**src/rtl/fctl_pkg.sv**
```systemverilog
// Package for the floor-casting texel lookup block: screen and texture sizes,
// field widths, register indexes and the queue entry type.
// No dependencies.
package fctl_pkg;

    localparam int SCR_H    = 512;
    localparam int SCR_W    = 1024;
    localparam int TEX_SIZE = 64;      // power of two
    localparam int TEX_LOG  = $clog2(TEX_SIZE);

    localparam int ROW_W    = 9;
    localparam int COL_W    = 10;
    localparam int ADDR_W   = 19;
    localparam int DIST_W   = 24;
    localparam int POS_W    = 25;      // Q9.16 floor point
    localparam int IDX_W    = 12;
    localparam int COLOR_W  = 32;
    localparam int PLAYER_W = 24;
    localparam int WGT_W    = 17;      // Q1.16, up to 1.0
    localparam int FRAC_W   = 16;

    localparam int DIFF_W   = ROW_W + 1;
    localparam int DEN_W    = DIFF_W + DIST_W;
    localparam int REM_W    = DEN_W + FRAC_W + 1;
    localparam int STORE_DEPTH = 1 << IDX_W;

    localparam logic [REM_W-1:0] NUMER = REM_W'(SCR_H) << 32;
    localparam logic [WGT_W-1:0] WGT_ONE = WGT_W'(1) << FRAC_W;

    localparam int S_DATA_W = 128;
    localparam int M_DATA_W = 56;
    localparam int CFG_IDX_W = 2;

    localparam logic [CFG_IDX_W-1:0] REG_PLAYER_X = 2'd0;
    localparam logic [CFG_IDX_W-1:0] REG_PLAYER_Y = 2'd1;

    localparam int QUEUE_DEPTH = 4;
    localparam int QPTR_W      = $clog2(QUEUE_DEPTH);

    typedef struct packed {
        logic                 is_load;
        logic                 pix_ok;
        logic [ADDR_W-1:0]    addr;
        logic [POS_W-1:0]     wall_x;
        logic [POS_W-1:0]     wall_y;
        logic [DEN_W-1:0]     den;
        logic [IDX_W-1:0]     tex_idx;
        logic [COLOR_W-1:0]   tex_val;
    } t_fq;

endpackage

```
**src/rtl/fctl_queue.sv**
```systemverilog
// Short queue between front and back ends.
// Uses fctl_pkg for depth and entry type.
module fctl_queue (
    input  logic           i_clk,
    input  logic           i_rst_n,
    input  logic           i_push,
    input  fctl_pkg::t_fq  i_data,
    output logic           o_full,
    input  logic           i_pop,
    output logic           o_nonempty,
    output fctl_pkg::t_fq  o_data
);

    fctl_pkg::t_fq                r_mem [0:fctl_pkg::QUEUE_DEPTH-1];
    logic [fctl_pkg::QPTR_W-1:0]  r_wp;
    logic [fctl_pkg::QPTR_W-1:0]  r_rp;
    logic [fctl_pkg::QPTR_W:0]    r_cnt;

    assign o_full     = (r_cnt == (fctl_pkg::QPTR_W+1)'(fctl_pkg::QUEUE_DEPTH));
    assign o_nonempty = (r_cnt != '0);
    assign o_data     = r_mem[r_rp];

    always_ff @(posedge i_clk) begin
        if (!i_rst_n) begin
            r_wp  <= '0;
            r_rp  <= '0;
            r_cnt <= '0;
        end else begin
            if (i_push) r_wp <= r_wp + 1'b1;
            if (i_pop)  r_rp <= r_rp + 1'b1;
            r_cnt <= r_cnt + (fctl_pkg::QPTR_W+1)'(i_push) - (fctl_pkg::QPTR_W+1)'(i_pop);
        end
    end

    always_ff @(posedge i_clk) begin
        if (i_push) begin
            r_mem[r_wp] <= i_data;
        end
    end

`ifndef NO_ASSERTIONS
    a_no_overflow: assert property (@(posedge i_clk) disable iff (!i_rst_n)
        i_push |-> (!o_full || i_pop))
        else $error("queue overflow");
    a_no_underflow: assert property (@(posedge i_clk) disable iff (!i_rst_n)
        i_pop |-> o_nonempty)
        else $error("queue underflow");
`endif

endmodule

```
**config.mk**
```make
export PLATFORM = sky130hd
export DESIGN_NAME = fctl_queue
export DESIGN_NICKNAME = d
export VERILOG_FILES = /design/src/rtl/fctl_pkg.sv /design/src/rtl/fctl_queue.sv
export SDC_FILE = /design/constraint.sdc
export NUM_CORES = 1
export LEC_CHECK = 0
export BUFFER_PORTS_ARGS = -buffer_cell sky130_fd_sc_hd__buf_4
export CAP_MARGIN = 0
export CORE_MARGIN = 4
export CORE_UTILIZATION = 51
export DETAILED_ROUTE_END_ITERATION = 10
export PLACE_DENSITY = 0.84
export SYNTH_ARGS = -nofsm -noshare
export SYNTH_HDL_FRONTEND = slang
export SYNTH_SLANG_ARGS = --single-unit
```
**constraint.sdc**
```tcl
create_clock -name i_clk -period 4.37 [get_ports i_clk]
set_input_delay 0.437 -clock i_clk [delete_from_list [all_inputs] [get_ports i_clk]]
set_output_delay 0.437 -clock i_clk [all_outputs]
set_load 0.03 [all_outputs]
```
==> results.yml <==
outcome:
  outcome: "complete, no violations"
routing:
  vias: 9963
  ant_nets: 0
  first_pass_iters: 4
  via_per_inst: 5.58
  drc: 0
  drt-initial-drc-count: 835
  wl_per_cell_um: 24.5
  routed_wl_um: 43700
critical_path:
  cp_max_fo: 62
  worstRegToRegCells: 4
  required_ns: 3.93
  start_kind: "register"
  arrival_ns: 2.70
  r2r-start: "r_wp[0]"
  worstSetupPathType: "reg -> out"
  end_kind: "output pin"
  reg2reg_to: "r_mem[2][16]"
  reg2reg_slack_ns: 2.31
sta:
  period_needed_ns: 3.14
  rsz0062_at_grt: "no"
  period_share_pct: 71.9
  tightest_slew_ns: 1.01
  setup_ws_ns: 1.23
  finalSetupTns_ns: 0
  fin_skew_ns: 0.0107
  slew_headroom_pct: 32.9
  fmax_ghz: 0.318
  hold_violations: 0
  setup_violations: 0
  drv_slew: 0
synthesis:
  synth_top_area_share_pct: 81.5
  synth_top_cell_by_area: "edfxtp_1"
  avgSynthCellArea_um2: 26.7
  yosys-top-cells-count: "edfxtp_1 (596), mux4_2 (149), buf_2 (16), buf_6 (14), dfxtp_1 (9)"
  synth_most_common_cell: "edfxtp_1"
  ys_warn_count: 0
  yosysUniqueCellTypes: 19
  synth_ff_type: "edfxtp_1"
  synth_nets: 982
  synthArstFlopShare_pct: 0
  seq_area_frac_synth_pct: 82.4
  synth_area_leaders: "edfxtp_1 (82%), mux4_2 (15%), dfxtp_1 (0.82%)"
  syn-cell-area_um2: 21900
  syn_inst: 822
  synth_edf_count: 596
  ys_seq_elements: 605
cts:
  clock_path_buffers: 3
  cts_hold_buffers: 33
  cts_buffers: 59
  clock_sinks: 605
  cts_tree: "yes"
  cts_max_level: 2
  postCtsSetupBuffers: 0
  clk_latency_ns: 0.60
  cts_resized: 0
  clkTransAtPathRegs_ns: 0.06
  clockRootBuffer: "clkbuf_16"
hold_path:
  holdPathStages: 1
  hold_class: "in -> reg"
  hold_path_startpoint: "i_data[108]"
  hold_end: "r_mem[0][108]"
cells_and_area:
  drive_gt1_share_pct: 44.7
  syn_to_final_growth_pct: 23.7
  fill_cells: 2711
  nets: 1359
placed_design:
  port_buffers: 303
  gp_congestion: 0.729
  hpwl_um: 26000
  dp_worst_setup_slack_ns: 1.81
floorplanning:
  die_area_um2: 46400
  fp.dieH_um: 215
  initial_core_util_pct: 52.0
  rows: 75
  design.portCount: 304
  die_w_um: 215
  core-area_um2: 42200
power:
  total_leakage_power_uw: 0.00915
  power.density_nw_per_um2: 496
  ir_drop_uv: 393
global_route:
  antenna_found_initial: 3
  grt_usage_pct: 19.0
  overflow: 0
  grt_max_degree: 63
  grt_pass1_vias: 10700
  grt_pass1_wl_um: 67200
run:
  max_cap_violations: 0
through the flow:
stage / instances / cell area (um^2) / power, uW / hold WS [ns] / utilization [%]
2_1_floorplan: 822 / 22000 / 7900 / 0.499 / -
3_3_place_gp: 1644 / 24900 / 8540 / 0.502 / 59.0
3_5_place_dp: 1644 / 24900 / 8580 / 0.532 / 59.0
4_1_cts: 1783 / 27100 / 13600 / 0.000149 / 64.3
5_1_grt: 1784 / 27200 / 14000 / 0.00945 / 64.3
6_report: 1784 / 27200 / 13500 / 0.0401 / 64.3
worst max path at each step:
stage / startpoint / to / slack [ns] / depth (start not counted)
after floorplan: r_wp[0] / r_mem[2][0] / 1.56 / 3
after global placement: register / o_data[81] / 1.81 / 3
after detailed placement: register / o_data[84] / 1.81 / 3
after CTS: register / o_data[67] / 1.15 / 3
after global routing: register / o_data[67] / 1.06 / 3
final: register / o_data[133] / 1.23 / 3
layout by cell type, fill, tap and decap left out, types with 3 or more instances in the layout:
cell type	netlist	routed
and2_4	0	4
clkinvlp_4	0	3
clkbuf_1	4	10
mux4_2	149	149
edfxtp_1	596	596
ha_1	6	6
buf_4	0	306
clkbuf_16	0	61
nor2_1	5	5
inv_1	7	7
buf_12	0	11
dlygate4sd3_1	0	33
dfxtp_1	9	7
bufinv_16	0	7
clkinv_1	0	13
clkinv_2	0	10
logic make-up after synthesis:
logic type / Yosys count / synth area share (%)
xor gates and xnor gates: 3 / 0.188
and+or+nand+nor: 14 / 0.348
adders and majority gates: 7 / 0.433
buffers and inverters: 41 / 1.27
DFF: 605 / 82.4
AOI/OAI and AO/OA: 2 / 0.0684
muxes: 150 / 15.3
area by class of cell:
type | instances | area [um^2] | share of cell area, %
Multi-Input combinational cell | 176 | 3600 | 13.3
Timing Repair Buffer | 350 | 2850 | 10.5
Clock inverter | 35 | 349 | 1.29
Clock buffer | 71 | 1560 | 5.76
Tap cell | 539 | 674 | 2.48
Antenna cell | 1 | 2.50 | 0.00922
Inverter | 7 | 26.3 | 0.0968
Sequential cell | 605 | 18100 | 66.6
flip-flops by register name, indices dropped and copies added, names as in the netlist, named ones only:
signal	flops
r_cnt	3
r_mem	596
r_rp	2
r_wp	2
power by group:
group	internal, uW	total (uW)	switching [uW]
logic	723	1700	973
registers	6670	6770	96.7
clock network	2950	5000	2050
total	10300	13500	3120
worst max-delay path: stages, from the launching register on:
cell     delay [ns]
dfxtp_4        0.96
buf_4          0.47
mux4_2         0.37
buf_4          0.19
metal layers:
layer / wire length [um] / vias up / global-route usage (%)
met5: 27 / - / 0
met4: 1130 / 4 / 5.99
met3: 3770 / 83 / 6.36
met2: 21700 / 362 / 30.6
met1: 17100 / 5210 / 25.0
li1: - / 4304 / -
No activity file was read; power rests on OpenSTA's default activity.
