===== src/rtl/fctl_pkg.sv =====
// Package for the floor-casting texel lookup block: screen and texture sizes,
// field widths, register indexes and the queue entry type.
// No dependencies.
package fctl_pkg;

    localparam int SCR_H    = 512;
    localparam int SCR_W    = 1024;
    localparam int TEX_SIZE = 64;      // power of two
    localparam int TEX_LOG  = $clog2(TEX_SIZE);

    localparam int ROW_W    = 9;
    localparam int COL_W    = 10;
    localparam int ADDR_W   = 19;
    localparam int DIST_W   = 24;
    localparam int POS_W    = 25;      // Q9.16 floor point
    localparam int IDX_W    = 12;
    localparam int COLOR_W  = 32;
    localparam int PLAYER_W = 24;
    localparam int WGT_W    = 17;      // Q1.16, up to 1.0
    localparam int FRAC_W   = 16;

    localparam int DIFF_W   = ROW_W + 1;
    localparam int DEN_W    = DIFF_W + DIST_W;
    localparam int REM_W    = DEN_W + FRAC_W + 1;
    localparam int STORE_DEPTH = 1 << IDX_W;

    localparam logic [REM_W-1:0] NUMER = REM_W'(SCR_H) << 32;
    localparam logic [WGT_W-1:0] WGT_ONE = WGT_W'(1) << FRAC_W;

    localparam int S_DATA_W = 128;
    localparam int M_DATA_W = 56;
    localparam int CFG_IDX_W = 2;

    localparam logic [CFG_IDX_W-1:0] REG_PLAYER_X = 2'd0;
    localparam logic [CFG_IDX_W-1:0] REG_PLAYER_Y = 2'd1;

    localparam int QUEUE_DEPTH = 4;
    localparam int QPTR_W      = $clog2(QUEUE_DEPTH);

    typedef struct packed {
        logic                 is_load;
        logic                 pix_ok;
        logic [ADDR_W-1:0]    addr;
        logic [POS_W-1:0]     wall_x;
        logic [POS_W-1:0]     wall_y;
        logic [DEN_W-1:0]     den;
        logic [IDX_W-1:0]     tex_idx;
        logic [COLOR_W-1:0]   tex_val;
    } t_fq;

endpackage


===== src/rtl/fctl_front.sv =====
// Front end: takes stream items, classifies load or pixel, forms the floor
// point at the wall, the divisor and the frame address. Uses fctl_pkg.
module fctl_front (
    input  logic                             i_clk,
    input  logic                             i_rst_n,
    input  logic                             i_s_tvalid,
    output logic                             o_s_tready,
    input  logic [fctl_pkg::S_DATA_W-1:0]    i_s_tdata,
    input  logic                             i_s_tuser,
    input  logic                             i_q_full,
    output logic                             o_q_push,
    output fctl_pkg::t_fq                    o_q_data
);

    logic                          r_v;
    fctl_pkg::t_fq                 r_item;
    fctl_pkg::t_fq                 n_item;

    logic [fctl_pkg::IDX_W-1:0]    w_tidx;
    logic [fctl_pkg::COLOR_W-1:0]  w_tval;
    logic [fctl_pkg::COL_W-1:0]    w_col;
    logic [fctl_pkg::ROW_W-1:0]    w_row;
    logic [1:0]                    w_side;
    logic [7:0]                    w_cx;
    logic [7:0]                    w_cy;
    logic [15:0]                   w_frac;
    logic [fctl_pkg::DIST_W-1:0]   w_dist;
    logic [fctl_pkg::POS_W-1:0]    w_addx;
    logic [fctl_pkg::POS_W-1:0]    w_addy;
    logic [fctl_pkg::DIFF_W-1:0]   w_diff;
    logic [31:0]                   w_addr;
    logic                          w_take;

    assign w_tidx = i_s_tdata[11:0];
    assign w_tval = i_s_tdata[43:12];
    assign w_col  = i_s_tdata[53:44];
    assign w_row  = i_s_tdata[62:54];
    assign w_side = i_s_tdata[64:63];
    assign w_cx   = i_s_tdata[72:65];
    assign w_cy   = i_s_tdata[80:73];
    assign w_frac = i_s_tdata[96:81];
    assign w_dist = i_s_tdata[120:97];

    assign o_s_tready = !r_v || !i_q_full;
    assign w_take     = i_s_tvalid && o_s_tready;
    assign o_q_push   = r_v && !i_q_full;
    assign o_q_data   = r_item;

    always_comb begin
        // east 0, south 1, west 2, north 3
        case (w_side)
            2'd0: begin
                w_addx = fctl_pkg::POS_W'(fctl_pkg::WGT_ONE);
                w_addy = fctl_pkg::POS_W'(w_frac);
            end
            2'd1: begin
                w_addx = fctl_pkg::POS_W'(w_frac);
                w_addy = fctl_pkg::POS_W'(fctl_pkg::WGT_ONE);
            end
            2'd2: begin
                w_addx = '0;
                w_addy = fctl_pkg::POS_W'(w_frac);
            end
            default: begin
                w_addx = fctl_pkg::POS_W'(w_frac);
                w_addy = '0;
            end
        endcase
        w_diff = fctl_pkg::DIFF_W'({w_row, 1'b0} - fctl_pkg::DIFF_W'(fctl_pkg::SCR_H));
        w_addr = 32'(w_row) * 32'(fctl_pkg::SCR_W) + 32'(w_col);

        n_item.is_load = !i_s_tuser;
        n_item.pix_ok  = (32'({w_row, 1'b0}) > 32'(fctl_pkg::SCR_H));
        n_item.addr    = w_addr[fctl_pkg::ADDR_W-1:0];
        n_item.wall_x  = {1'b0, w_cx, 16'd0} + w_addx;
        n_item.wall_y  = {1'b0, w_cy, 16'd0} + w_addy;
        n_item.den     = fctl_pkg::DEN_W'(w_diff) * fctl_pkg::DEN_W'(w_dist);
        n_item.tex_idx = w_tidx;
        n_item.tex_val = w_tval;
    end

    always_ff @(posedge i_clk) begin
        if (!i_rst_n) begin
            r_v <= 1'b0;
        end else if (w_take) begin
            r_v <= 1'b1;
        end else if (o_q_push) begin
            r_v <= 1'b0;
        end
    end

    always_ff @(posedge i_clk) begin
        if (w_take) begin
            r_item <= n_item;
        end
    end

endmodule


===== config.mk =====
export PLATFORM = sky130hd
export DESIGN_NAME = fctl_front
export DESIGN_NICKNAME = d
export VERILOG_FILES = /design/src/rtl/fctl_pkg.sv /design/src/rtl/fctl_front.sv
export SDC_FILE = /design/constraint.sdc
export NUM_CORES = 1
export LEC_CHECK = 0
export BUFFER_PORTS_ARGS = -buffer_cell sky130_fd_sc_hd__buf_2
export CORE_MARGIN = 3
export CORE_UTILIZATION = 50
export DETAILED_ROUTE_END_ITERATION = 6
export GPL_TIMING_DRIVEN = 0
export PLACE_DENSITY_LB_ADDON = 0.2
export SLEW_MARGIN = 0
export SYNTH_ARGS = -nofsm -noshare
export SYNTH_HDL_FRONTEND = slang
export SYNTH_SLANG_ARGS = --single-unit

===== constraint.sdc =====
create_clock -name i_clk -period 5.2 [get_ports i_clk]
set_input_delay 0.52 -clock i_clk [delete_from_list [all_inputs] [get_ports i_clk]]
set_output_delay 0.52 -clock i_clk [all_outputs]
set_load 0.02 [all_outputs]

==> flow_metrics.py, run 1 <==
metrics = {
    "outcome": {
        "status": "finished clean",
    },
    "clock_tree": {
        "htree_levels": 4,
        "cts_hold_buffers": 0,
        "clkTransAtPathRegs_ns": 0.08,
        "cts_made_buffers": 17,
        "clk_root_buffer_cell": "clkbuf_16",
        "clock_sink_count": 149,
        "cts_tree": "yes",
        "cts.path.max_buffers": 2,
        "worstSkewPairLatency_ns": 0.43,
        "cts_post_setup_buffers_inserted": 0,
    },
    "synth": {
        "synth.yosys.warnings": 0,
        "post_synth_num_cell_types": 57,
        "synth-seq-area-share": 0.368,
        "ys_seq_elements": 149,
        "synth_largest_area_cell": "edfxtp_1",
        "synth_flop_cell": "edfxtp_1",
        "post_synth_inst_count": 1048,
        "post_synth_instance_area_um2": 12100,
        "netlist_top_cells_area": "edfxtp_1 37%, fa_1 26%, ha_1 8.7%, and2_1 6.1%, nand2_1 4.0%",
        "ys_async_sr_fraction": 0,
        "synth_top_area_share": 0.366,
        "mappedNetlistNets": 1420,
        "syn_avg_cell_area_um2": 11.6,
        "synth-edff-count": 148,
    },
    "sta": {
        "hold_viol_final": 0,
        "max_freq_mhz": 197,
        "layout_min_cycle_time_ns": 5.08,
        "grt_setup_unrepaired": "true",
        "setup_tns_ns": 0,
        "worst_clock_skew_ns": 0.00940,
        "slew_violations": 0,
        "maxSlewHeadroom": 0.654,
        "worst_pin_slew_ns": 0.519,
        "final.period_utilization": 0.977,
        "setup_viol": 0,
    },
    "cells_and_area": {
        "fillers": 1979,
        "nets": 1707,
        "layout-drive-gt1-share": 0.263,
        "final_cell_mix": "273 x buf_2, 155 x fa_1, 148 x edfxtp_1",
        "syn_to_final_growth_pct": 21.4,
        "final_common_cell": "buf_2",
    },
    "critical_path": {
        "critPathKind": "input port to flop",
        "worst-endpoint-arrival_ns": 5.31,
        "end_of_the_worst_register_to_register_path": "o_q_data[26]",
        "data_required_time_at_the_worst_endpoint_ns": 5.43,
        "worstRegToRegCells": 4,
        "critical_path.max_fanout": 10,
        "regToRegStartpoint": "r_v",
        "endpoint_kind": "flop",
        "startpoint_class": "input port",
        "reg2reg_setup_slack_ns": 3.26,
    },
    "power_and_ir_drop": {
        "report.power.total_mw": 8.18,
        "ir_worst_vdd_mv": 0.527,
        "power_density_nw_per_um2": 556,
        "leakage_nw": 6.87,
    },
    "route": {
        "drc": 0,
        "drt-wirelength-per-cell_um": 18.0,
        "detail_route.vias_per_cell": 5.24,
        "drt_pre_antenna_iters": 5,
        "route.vias.total": 8733,
        "route.final.wire_length_mm": 30.0,
        "number_of_routed_nets_with_antenna_violations": 0,
        "drt_iter0_markers": 497,
    },
    "global_route": {
        "track_usage": 0.234,
        "number_of_global_route_vias_before_repair": 8987,
        "grt_antenna_before_repair": 1,
        "grt_pass1_wl_mm": 47.4,
        "globalRoute.totalOverflow": 0,
        "pin_count_of_the_biggest_net_entering_global_routing": 65,
    },
    "flow_run": {
        "max_cap_violations": 0,
    },
    "floorplanning": {
        "design.core.area_um2": 23700,
        "dieWidth_um": 162,
        "fp-row-count": 56,
        "io_pins": 284,
        "die_height_um": 162,
        "start_util": 0.512,
        "die_footprint_um2": 26200,
    },
    "min_path": {
        "hold_depth": 1,
        "timing.hold.worst.start": "i_s_tdata[10]",
        "min_path_type": "input port to flop",
        "hold_path_end": "o_q_data[42]",
    },
    "place": {
        "gp_congestion": 0.899,
        "placement.io_buffers": 270,
        "dp_hpwl_mm": 23.9,
    },
}
repair_timing:
| item | CTS | global route |
|---|---|---|
| gates resized for setup | 28 | 60 |
| setup endpoints to repair | 21 | 16 |
| pin swaps | 0 | 7 |
per-layer routing:
metal	global-route usage	vias up	wire, µm
met5	0	-	0
met4	0.0818	0	750
met3	0.0469	47	2140
met2	0.403	342	15500
met1	0.296	4306	11600
li1	-	4038	-
logic make-up after synthesis:
group	Yosys count	synth area share
xor gates and xnor gates	30	0.0217
and+or+nand+nor	364	0.156
muxes	2	0.00175
adders and majority gates	239	0.342
buffers and inverters	165	0.0525
DFF	149	0.368
AOI/OAI and AO/OA	98	0.0574
other	1	0.000309
worst max-delay path by stage:
stage / start / endpoint / slack [ns] / depth (start not counted)
after floorplan: i_s_tdata[56] / o_q_data[74] / 0.02 / 17
after global placement: i_s_tdata[56] / o_q_data[69] / -1.03 / 18
after detailed placement: i_s_tdata[55] / o_q_data[71] / -1.14 / 19
after CTS: i_s_tdata[57] / o_q_data[75] / 0.001 / 18
after global routing: i_s_tdata[58] / o_q_data[75] / -0.05 / 19
final: i_s_tdata[60] / o_q_data[69] / 0.12 / 16
registers in the layout, summed over array words and instances, names as in the netlist:
signal	count
r_v	1
o_q_data	148
critical path, cell delays in order:
cell	delay, ns
buf_2	0.18
clkbuf_2	0.29
and2_1	0.18
fa_1	0.45
fa_1	0.52
fa_1	0.52
fa_1	0.49
ha_1	0.31
ha_1	0.27
buf_2	0.18
nand4_1	0.24
o221ai_1	0.22
inv_1	0.17
a211oi_4	0.29
nor2_1	0.11
a311oi_1	0.35
synthesized netlist by cell type (all sizes together), types with 4 or more instances:
cell,number
a211oi,6
a21boi,4
a21o,12
a21oi,29
and2,119
and3,6
and4,5
buf,7
clkbuf,32
edfxtp,148
fa,155
ha,84
inv,126
nand2,130
nand2b,8
nand3,11
nand4,7
nor2,24
nor2b,41
nor3,6
o21ai,17
xnor2,21
xor2,9
through the flow:
step / std cells / utilization / worst slack, ns / hold slack, ns / area [µm²]
2_1_floorplan: 1048 / - / 0.0187 / 0.487 / 12100
3_3_place_gp: 1637 / 0.587 / -1.03 / 0.504 / 13900
3_5_place_dp: 1639 / 0.589 / -1.14 / 0.521 / 13900
4_1_cts: 1667 / 0.618 / 0.000951 / 0.239 / 14600
5_1_grt: 1668 / 0.622 / -0.0508 / 0.233 / 14700
6_report: 1668 / 0.622 / 0.119 / 0.257 / 14700
layout make-up:
class / instances / area (µm²) / share of cell area
diodes: 1 / 2.50 / 0.000170
plain buffers: 35 / 239 / 0.0162
clock buffers: 17 / 425 / 0.0289
clock inverters: 15 / 191 / 0.0130
inverters: 126 / 473 / 0.0321
multi-input cells: 734 / 7120 / 0.483
flip-flops and latches: 149 / 4460 / 0.303
well taps: 319 / 399 / 0.0271
repair buffers: 272 / 1410 / 0.0960
power breakdown:
part	switching, mW	internal [mW]
clock network	0.611	0.663
registers	0.0386	1.71
logic	3.13	2.04
total	3.77	4.41
No activity file was read; power rests on OpenSTA's default activity.
==> run 2: changes to the inputs <==
--- a/config.mk
+++ b/config.mk
@@ -6,8 +6,8 @@
 export NUM_CORES = 1
 export LEC_CHECK = 0
 export BUFFER_PORTS_ARGS = -buffer_cell sky130_fd_sc_hd__buf_2
-export CORE_MARGIN = 3
-export CORE_UTILIZATION = 50
+export CORE_MARGIN = 5
+export CORE_UTILIZATION = 52
 export DETAILED_ROUTE_END_ITERATION = 6
 export GPL_TIMING_DRIVEN = 0
 export PLACE_DENSITY_LB_ADDON = 0.2
==> constraint.sdc (replaced) <==
create_clock -name i_clk -period 5.75 [get_ports i_clk]
set_input_delay 0.575 -clock i_clk [delete_from_list [all_inputs] [get_ports i_clk]]
set_output_delay 0.575 -clock i_clk [all_outputs]
set_load 0.02 [all_outputs]
==> run 2 against run 1 <==
  * Total power fell by 10%
  * First-iteration DRC count rose by 3.0%
  * Die area rose by 1.2%
  * Critical path depth did not move
  * Cell area fell by 1.0%
  * Sequential power fell by 9%
  * Worst setup slack improved by 0.043 ns
  * Combinational power fell by 11%
  * Worst hold slack improved by 0.059 ns
  * Wire length rose by 3.4%
  * Largest power group unchanged
==> flow_metrics.py, run 2 (synthesis results as in run 1) <==
metrics = {
    "sta": {
        "final.hold.worst_slack_ns": 0.316,
        "max_freq_mhz": 179,
        "layout_min_cycle_time_ns": 5.59,
        "hold_viol_final": 0,
        "final.period_utilization": 0.972,
        "worst_pin_slew_ns": 0.609,
        "worst_clock_skew_ns": 0.0162,
        "setup_tns_ns": 0,
        "maxSlewHeadroom": 0.594,
        "slew_violations": 0,
        "grt_setup_unrepaired": "false",
        "setup_viol": 0,
        "layout_setup_ws_ns": 0.161,
    },
    "cells_and_area": {
        "layout-drive-gt1-share": 0.249,
        "fin_area_um2": 14600,
        "syn_to_final_growth_pct": 20.2,
        "final_common_cell": "buf_2",
        "largest_register_ff_count": 148,
        "nets": 1708,
        "finalNonFillerCells": 1664,
        "post_layout_util": 0.640,
        "final_cell_mix": "275 x buf_2, 155 x fa_1, 148 x edfxtp_1",
    },
    "critical_path": {
        "reg2reg_setup_slack_ns": 3.83,
        "critPathKind": "input port to flop",
        "critical_path.max_fanout": 10,
        "worstSetupEndpoint": "o_q_data[75]",
        "endpoint_kind": "flop",
        "worst-endpoint-arrival_ns": 5.83,
        "data_required_time_at_the_worst_endpoint_ns": 5.99,
        "crit_start": "i_s_tdata[61]",
        "end_of_the_worst_register_to_register_path": "o_q_data[51]",
        "regToRegStartpoint": "r_v",
        "worstRegToRegCells": 4,
        "startpoint_class": "input port",
    },
    "place": {
        "placement.io_buffers": 270,
        "gp_congestion": 0.912,
        "place_inst": 1633,
        "dp_hpwl_mm": 24.9,
        "post-place-ws_ns": -0.618,
        "placedInstanceArea_um2": 13900,
    },
    "min_path": {
        "min_path_type": "input port to flop",
    },
    "floorplanning": {
        "fp-row-count": 55,
        "design.core.area_um2": 22800,
        "dieWidth_um": 163,
        "die_footprint_um2": 26500,
        "start_util": 0.533,
        "io_pins": 284,
        "die_height_um": 163,
    },
    "power_and_ir_drop": {
        "leakage_nw": 6.83,
        "report.power.total_mw": 7.35,
        "ir_worst_vdd_mv": 0.419,
        "power_density_nw_per_um2": 504,
    },
    "route": {
        "drt-wirelength-per-cell_um": 18.7,
        "drt_pre_antenna_iters": 5,
        "route.vias.total": 8696,
        "number_of_routed_nets_with_antenna_violations": 0,
        "drt_iter0_markers": 512,
        "route.final.wire_length_mm": 31.0,
        "detail_route.vias_per_cell": 5.23,
        "drc": 0,
    },
    "clock_tree": {
        "cts_tree": "yes",
        "clk_root_buffer_cell": "clkbuf_16",
        "htree_levels": 4,
        "cts.path.max_buffers": 2,
        "cts_made_buffers": 17,
        "clock_sink_count": 149,
        "worstSkewPairLatency_ns": 0.44,
        "clkTransAtPathRegs_ns": 0.07,
    },
    "global_route": {
        "track_usage": 0.239,
        "grt_antenna_before_repair": 1,
        "grt_pass1_wl_mm": 48.7,
        "globalRoute.totalOverflow": 0,
        "number_of_global_route_vias_before_repair": 8937,
        "pin_count_of_the_biggest_net_entering_global_routing": 74,
    },
    "outcome": {
        "status": "finished clean",
    },
    "flow_run": {
        "max_cap_violations": 0,
    },
}
[run 2: cell count changes in the layout (fill, tap and decap cells not counted), moves of 4 or more]
cell / delta
buf_4: -6
buf_6: -5
clkbuf_1: +9
clkbuf_2: +9
clkbuf_4: -7
nor2_1: +4
nor2_2: -4
[run 2: metal layers]
layer,global-route usage,share of wire
met3,0.0456,0.070
met4,0.0740,0.019
met5,0,0
met1,0.293,0.38
met2,0.428,0.53
[run 2: layout make-up]
class | instances | area, µm²
antenna | 2 | 5.00
buffer | 36 | 166
clock buffer | 17 | 425
clock inverter | 15 | 208
fill | 1831 | 8200
inverter | 126 | 473
multi-input combinational | 734 | 7050
sequential | 149 | 4460
tap | 313 | 392
timing repair buffer | 272 | 1400
[run 2: worst min path at each step]
stage / depth (start not counted) / end / slack [ns] / startpoint
floorplan: 2 / r_v / 0.49 / r_v
global placement: 2 / r_v / 0.50 / r_v
detailed placement: 2 / r_v / 0.52 / r_v
CTS: 1 / o_q_data[133] / 0.30 / i_s_tdata[49]
global route: 1 / o_q_data[130] / 0.29 / i_s_tdata[46]
finish: 1 / o_q_data[9] / 0.32 / i_s_tdata[21]
[run 2: repair_timing]
| action | in CTS | in global routing |
|---|---|---|
| buffers inserted | 0 | 0 |
| pin swaps | 0 | 0 |
| setup endpoints to repair | 9 | 12 |
| hold buffers | 0 | 0 |
| resized for setup | 6 | 14 |
[run 2: worst max-delay path: stages]
cell and delay, ns:
buf_2 0.22, clkbuf_1 0.50, and2_1 0.24, fa_1 0.46, fa_1 0.52, fa_1 0.53
fa_1 0.51, ha_1 0.31, ha_1 0.27, buf_2 0.18, nand4_1 0.26, o221ai_1 0.24
inv_1 0.16, a211oi_1 0.44, o31ai_1 0.15, a211oi_1 0.25
[run 2: report_power, final]
group          leakage (nW)  total, mW  internal, mW  switching [mW]
sequential             1.45       1.58          1.54          0.0358
combinational          5.07       4.59          1.80            2.79
clock                 0.307       1.18         0.634           0.543
total                  6.83       7.35          3.98            3.37
==> run 3: changes to the inputs <==
--- a/config.mk
+++ b/config.mk
@@ -6,10 +6,10 @@
 export NUM_CORES = 1
 export LEC_CHECK = 0
 export BUFFER_PORTS_ARGS = -buffer_cell sky130_fd_sc_hd__buf_2
-export CORE_MARGIN = 5
 export CORE_UTILIZATION = 52
 export DETAILED_ROUTE_END_ITERATION = 6
 export GPL_TIMING_DRIVEN = 0
+export MAX_ROUTING_LAYER = met4
 export PLACE_DENSITY_LB_ADDON = 0.2
 export SLEW_MARGIN = 0
 export SYNTH_ARGS = -nofsm -noshare
==> run 3 against run 2 <==
  * Wire length decreased by 5.2%
  * Worst setup slack improved by 0.048 ns
  * Cell area about the same
  * First-iteration DRC count up 9.4%
  * Clock skew decreased by 0.0025 ns
  * Die area fell by 9.6%
  * Sequential power barely moved
  * Critical path depth did not move
  * Via count rose by 1.2%
  * Maximum frequency increased by 0.87%
  * Total power barely moved
  * Largest power group unchanged
==> flow_metrics.py, run 3 (synthesis results as in run 1) <==
metrics = {
    "outcome": {
        "status": "finished clean",
    },
    "clock_tree": {
        "cts_made_buffers": 17,
        "cts_tree": "yes",
        "htree_levels": 4,
        "clkTransAtPathRegs_ns": 0.07,
        "clock_sink_count": 149,
        "cts_hold_buffers": 0,
        "worstSkewPairLatency_ns": 0.43,
        "cts.path.max_buffers": 2,
        "clk_root_buffer_cell": "clkbuf_16",
    },
    "route": {
        "drt_iter0_markers": 560,
        "drc": 0,
        "drt-wirelength-per-cell_um": 17.7,
        "met2_wirelength_mm": 15.5,
        "route.vias.total": 8797,
        "route.final.wire_length_mm": 29.4,
        "wl_met1_mm": 11.3,
        "number_of_routed_nets_with_antenna_violations": 0,
        "top_layer_used": "met4",
        "wl_met3_mm": 1.75,
        "detail_route.vias_per_cell": 5.28,
        "drt_pre_antenna_iters": 5,
    },
    "sta": {
        "layout_setup_ws_ns": 0.209,
        "layout_min_cycle_time_ns": 5.54,
        "worst_pin_slew_ns": 0.629,
        "setup_tns_ns": 0,
        "worst_clock_skew_ns": 0.0136,
        "slew_violations": 0,
        "hold_viol_final": 0,
        "setup_viol": 0,
        "maxSlewHeadroom": 0.581,
        "final.period_utilization": 0.964,
        "max_freq_mhz": 180,
    },
    "flow_run": {
        "max_cap_violations": 0,
    },
    "place": {
        "post-place-ws_ns": -0.540,
        "placement.io_buffers": 270,
        "placedInstanceArea_um2": 13900,
        "dp_hpwl_mm": 23.2,
        "gp_congestion": 0.932,
        "place_inst": 1633,
    },
    "critical_path": {
        "data_required_time_at_the_worst_endpoint_ns": 5.98,
        "cp_top_family": "adder cells",
        "endpoint_kind": "flop",
        "critical-path-max-stage-delay_ns": 0.52,
        "critical-path-top-cell-by-count": "fa_1",
        "critPathKind": "input port to flop",
        "critical_path.max_fanout": 10,
        "worst-endpoint-arrival_ns": 5.77,
        "startpoint_class": "input port",
        "critical_path.slowest_cell": "fa_1",
        "worstPathCellList": "buf_2 > clkbuf_1 > and2_1 > fa_1 > fa_1 > fa_1 > fa_1 > ha_1 > ha_1 > buf_2 > nand4_1 > nor2_1 > o21ai_4 > a211oi_2 > nor2_1 > a311oi_1",
        "crit_buf_inv": 3,
    },
    "global_route": {
        "pin_count_of_the_biggest_net_entering_global_routing": 73,
        "globalRoute.totalOverflow": 0,
        "grt_pass1_wl_mm": 46.4,
        "grt_antenna_before_repair": 1,
        "track_usage": 0.265,
        "number_of_global_route_vias_before_repair": 8743,
    },
    "cells_and_area": {
        "largest_register_ff_count": 148,
        "fin_area_um2": 14600,
        "post_layout_util": 0.640,
        "syn_to_final_growth_pct": 20.2,
        "nets": 1711,
        "final_cell_mix": "276 x buf_2, 155 x fa_1, 148 x edfxtp_1",
        "finalNonFillerCells": 1666,
        "final_common_cell": "buf_2",
        "layout-drive-gt1-share": 0.249,
        "fillers": 1837,
    },
    "floorplanning": {
        "design.core.area_um2": 22800,
        "fp-row-count": 55,
        "io_pins": 284,
        "dieWidth_um": 155,
        "die_height_um": 155,
        "die_footprint_um2": 23900,
        "start_util": 0.533,
    },
    "power_and_ir_drop": {
        "leakage_nw": 6.82,
        "ir_worst_vdd_mv": 0.405,
        "power_density_nw_per_um2": 503,
    },
    "min_path": {
        "min_path_type": "input port to flop",
    },
}
==> run 3: power by group <==
| part | switching (mW) | internal [mW] | total (mW) |
|---|---|---|---|
| clock network | 0.471 | 0.654 | 1.12 |
| logic | 2.81 | 1.83 | 4.64 |
| registers | 0.0339 | 1.54 | 1.58 |
| total | 3.31 | 4.03 | 7.34 |
==> run 3: worst reg2reg max path: stages (launching register included) <==
cell     delay [ns]
dfxtp_1        0.32
nand2_1        0.07
and2_4         0.24
buf_16         0.35
buf_16         0.36
==> run 3: repair_timing <==
item | CTS | global route
gates resized for setup | 3 | 24
setup endpoints to repair | 6 | 12
setup buffers | 0 | 1
pin swaps | 0 | 2
==> run 3: stage by stage <==
stage	hold slack, ns	power, mW
after floorplan	0.487	5.01
after global placement	0.505	6.08
after detailed placement	0.513	6.12
after CTS	0.308	7.32
after global routing	0.305	8.01
final	0.328	7.34
==> run 3: per-layer routing <==
layer  track usage  vias up
li1              -     4035
met5             -        -
met2         0.455      351
met1         0.305     4356
met3        0.0510       55
met4         0.108        0
==> run 3: area by class of cell <==
type | instances | area, µm² | share of cell area
Antenna cell | 1 | 2.50 | 0.000172
Clock inverter | 14 | 165 | 0.0113
Multi-Input combinational cell | 734 | 7070 | 0.485
Inverter | 126 | 473 | 0.0324
Buffer | 38 | 173 | 0.0118
Tap cell | 313 | 392 | 0.0269
Sequential cell | 149 | 4460 | 0.306
Timing Repair Buffer | 273 | 1410 | 0.0969
Clock buffer | 18 | 429 | 0.0294
==> run 3: path summary, 6_finish.rpt <==
kind                      start       endpoint  slack (ns)  depth (start not counted)
hold reg to reg             r_v            r_v        0.53                          2
hold / removal    i_s_tdata[55]  o_q_data[139]        0.33                          1
setup / recovery  i_s_tdata[61]   o_q_data[69]        0.21                         16
setup reg to reg            r_v   o_q_data[32]        4.00                          4
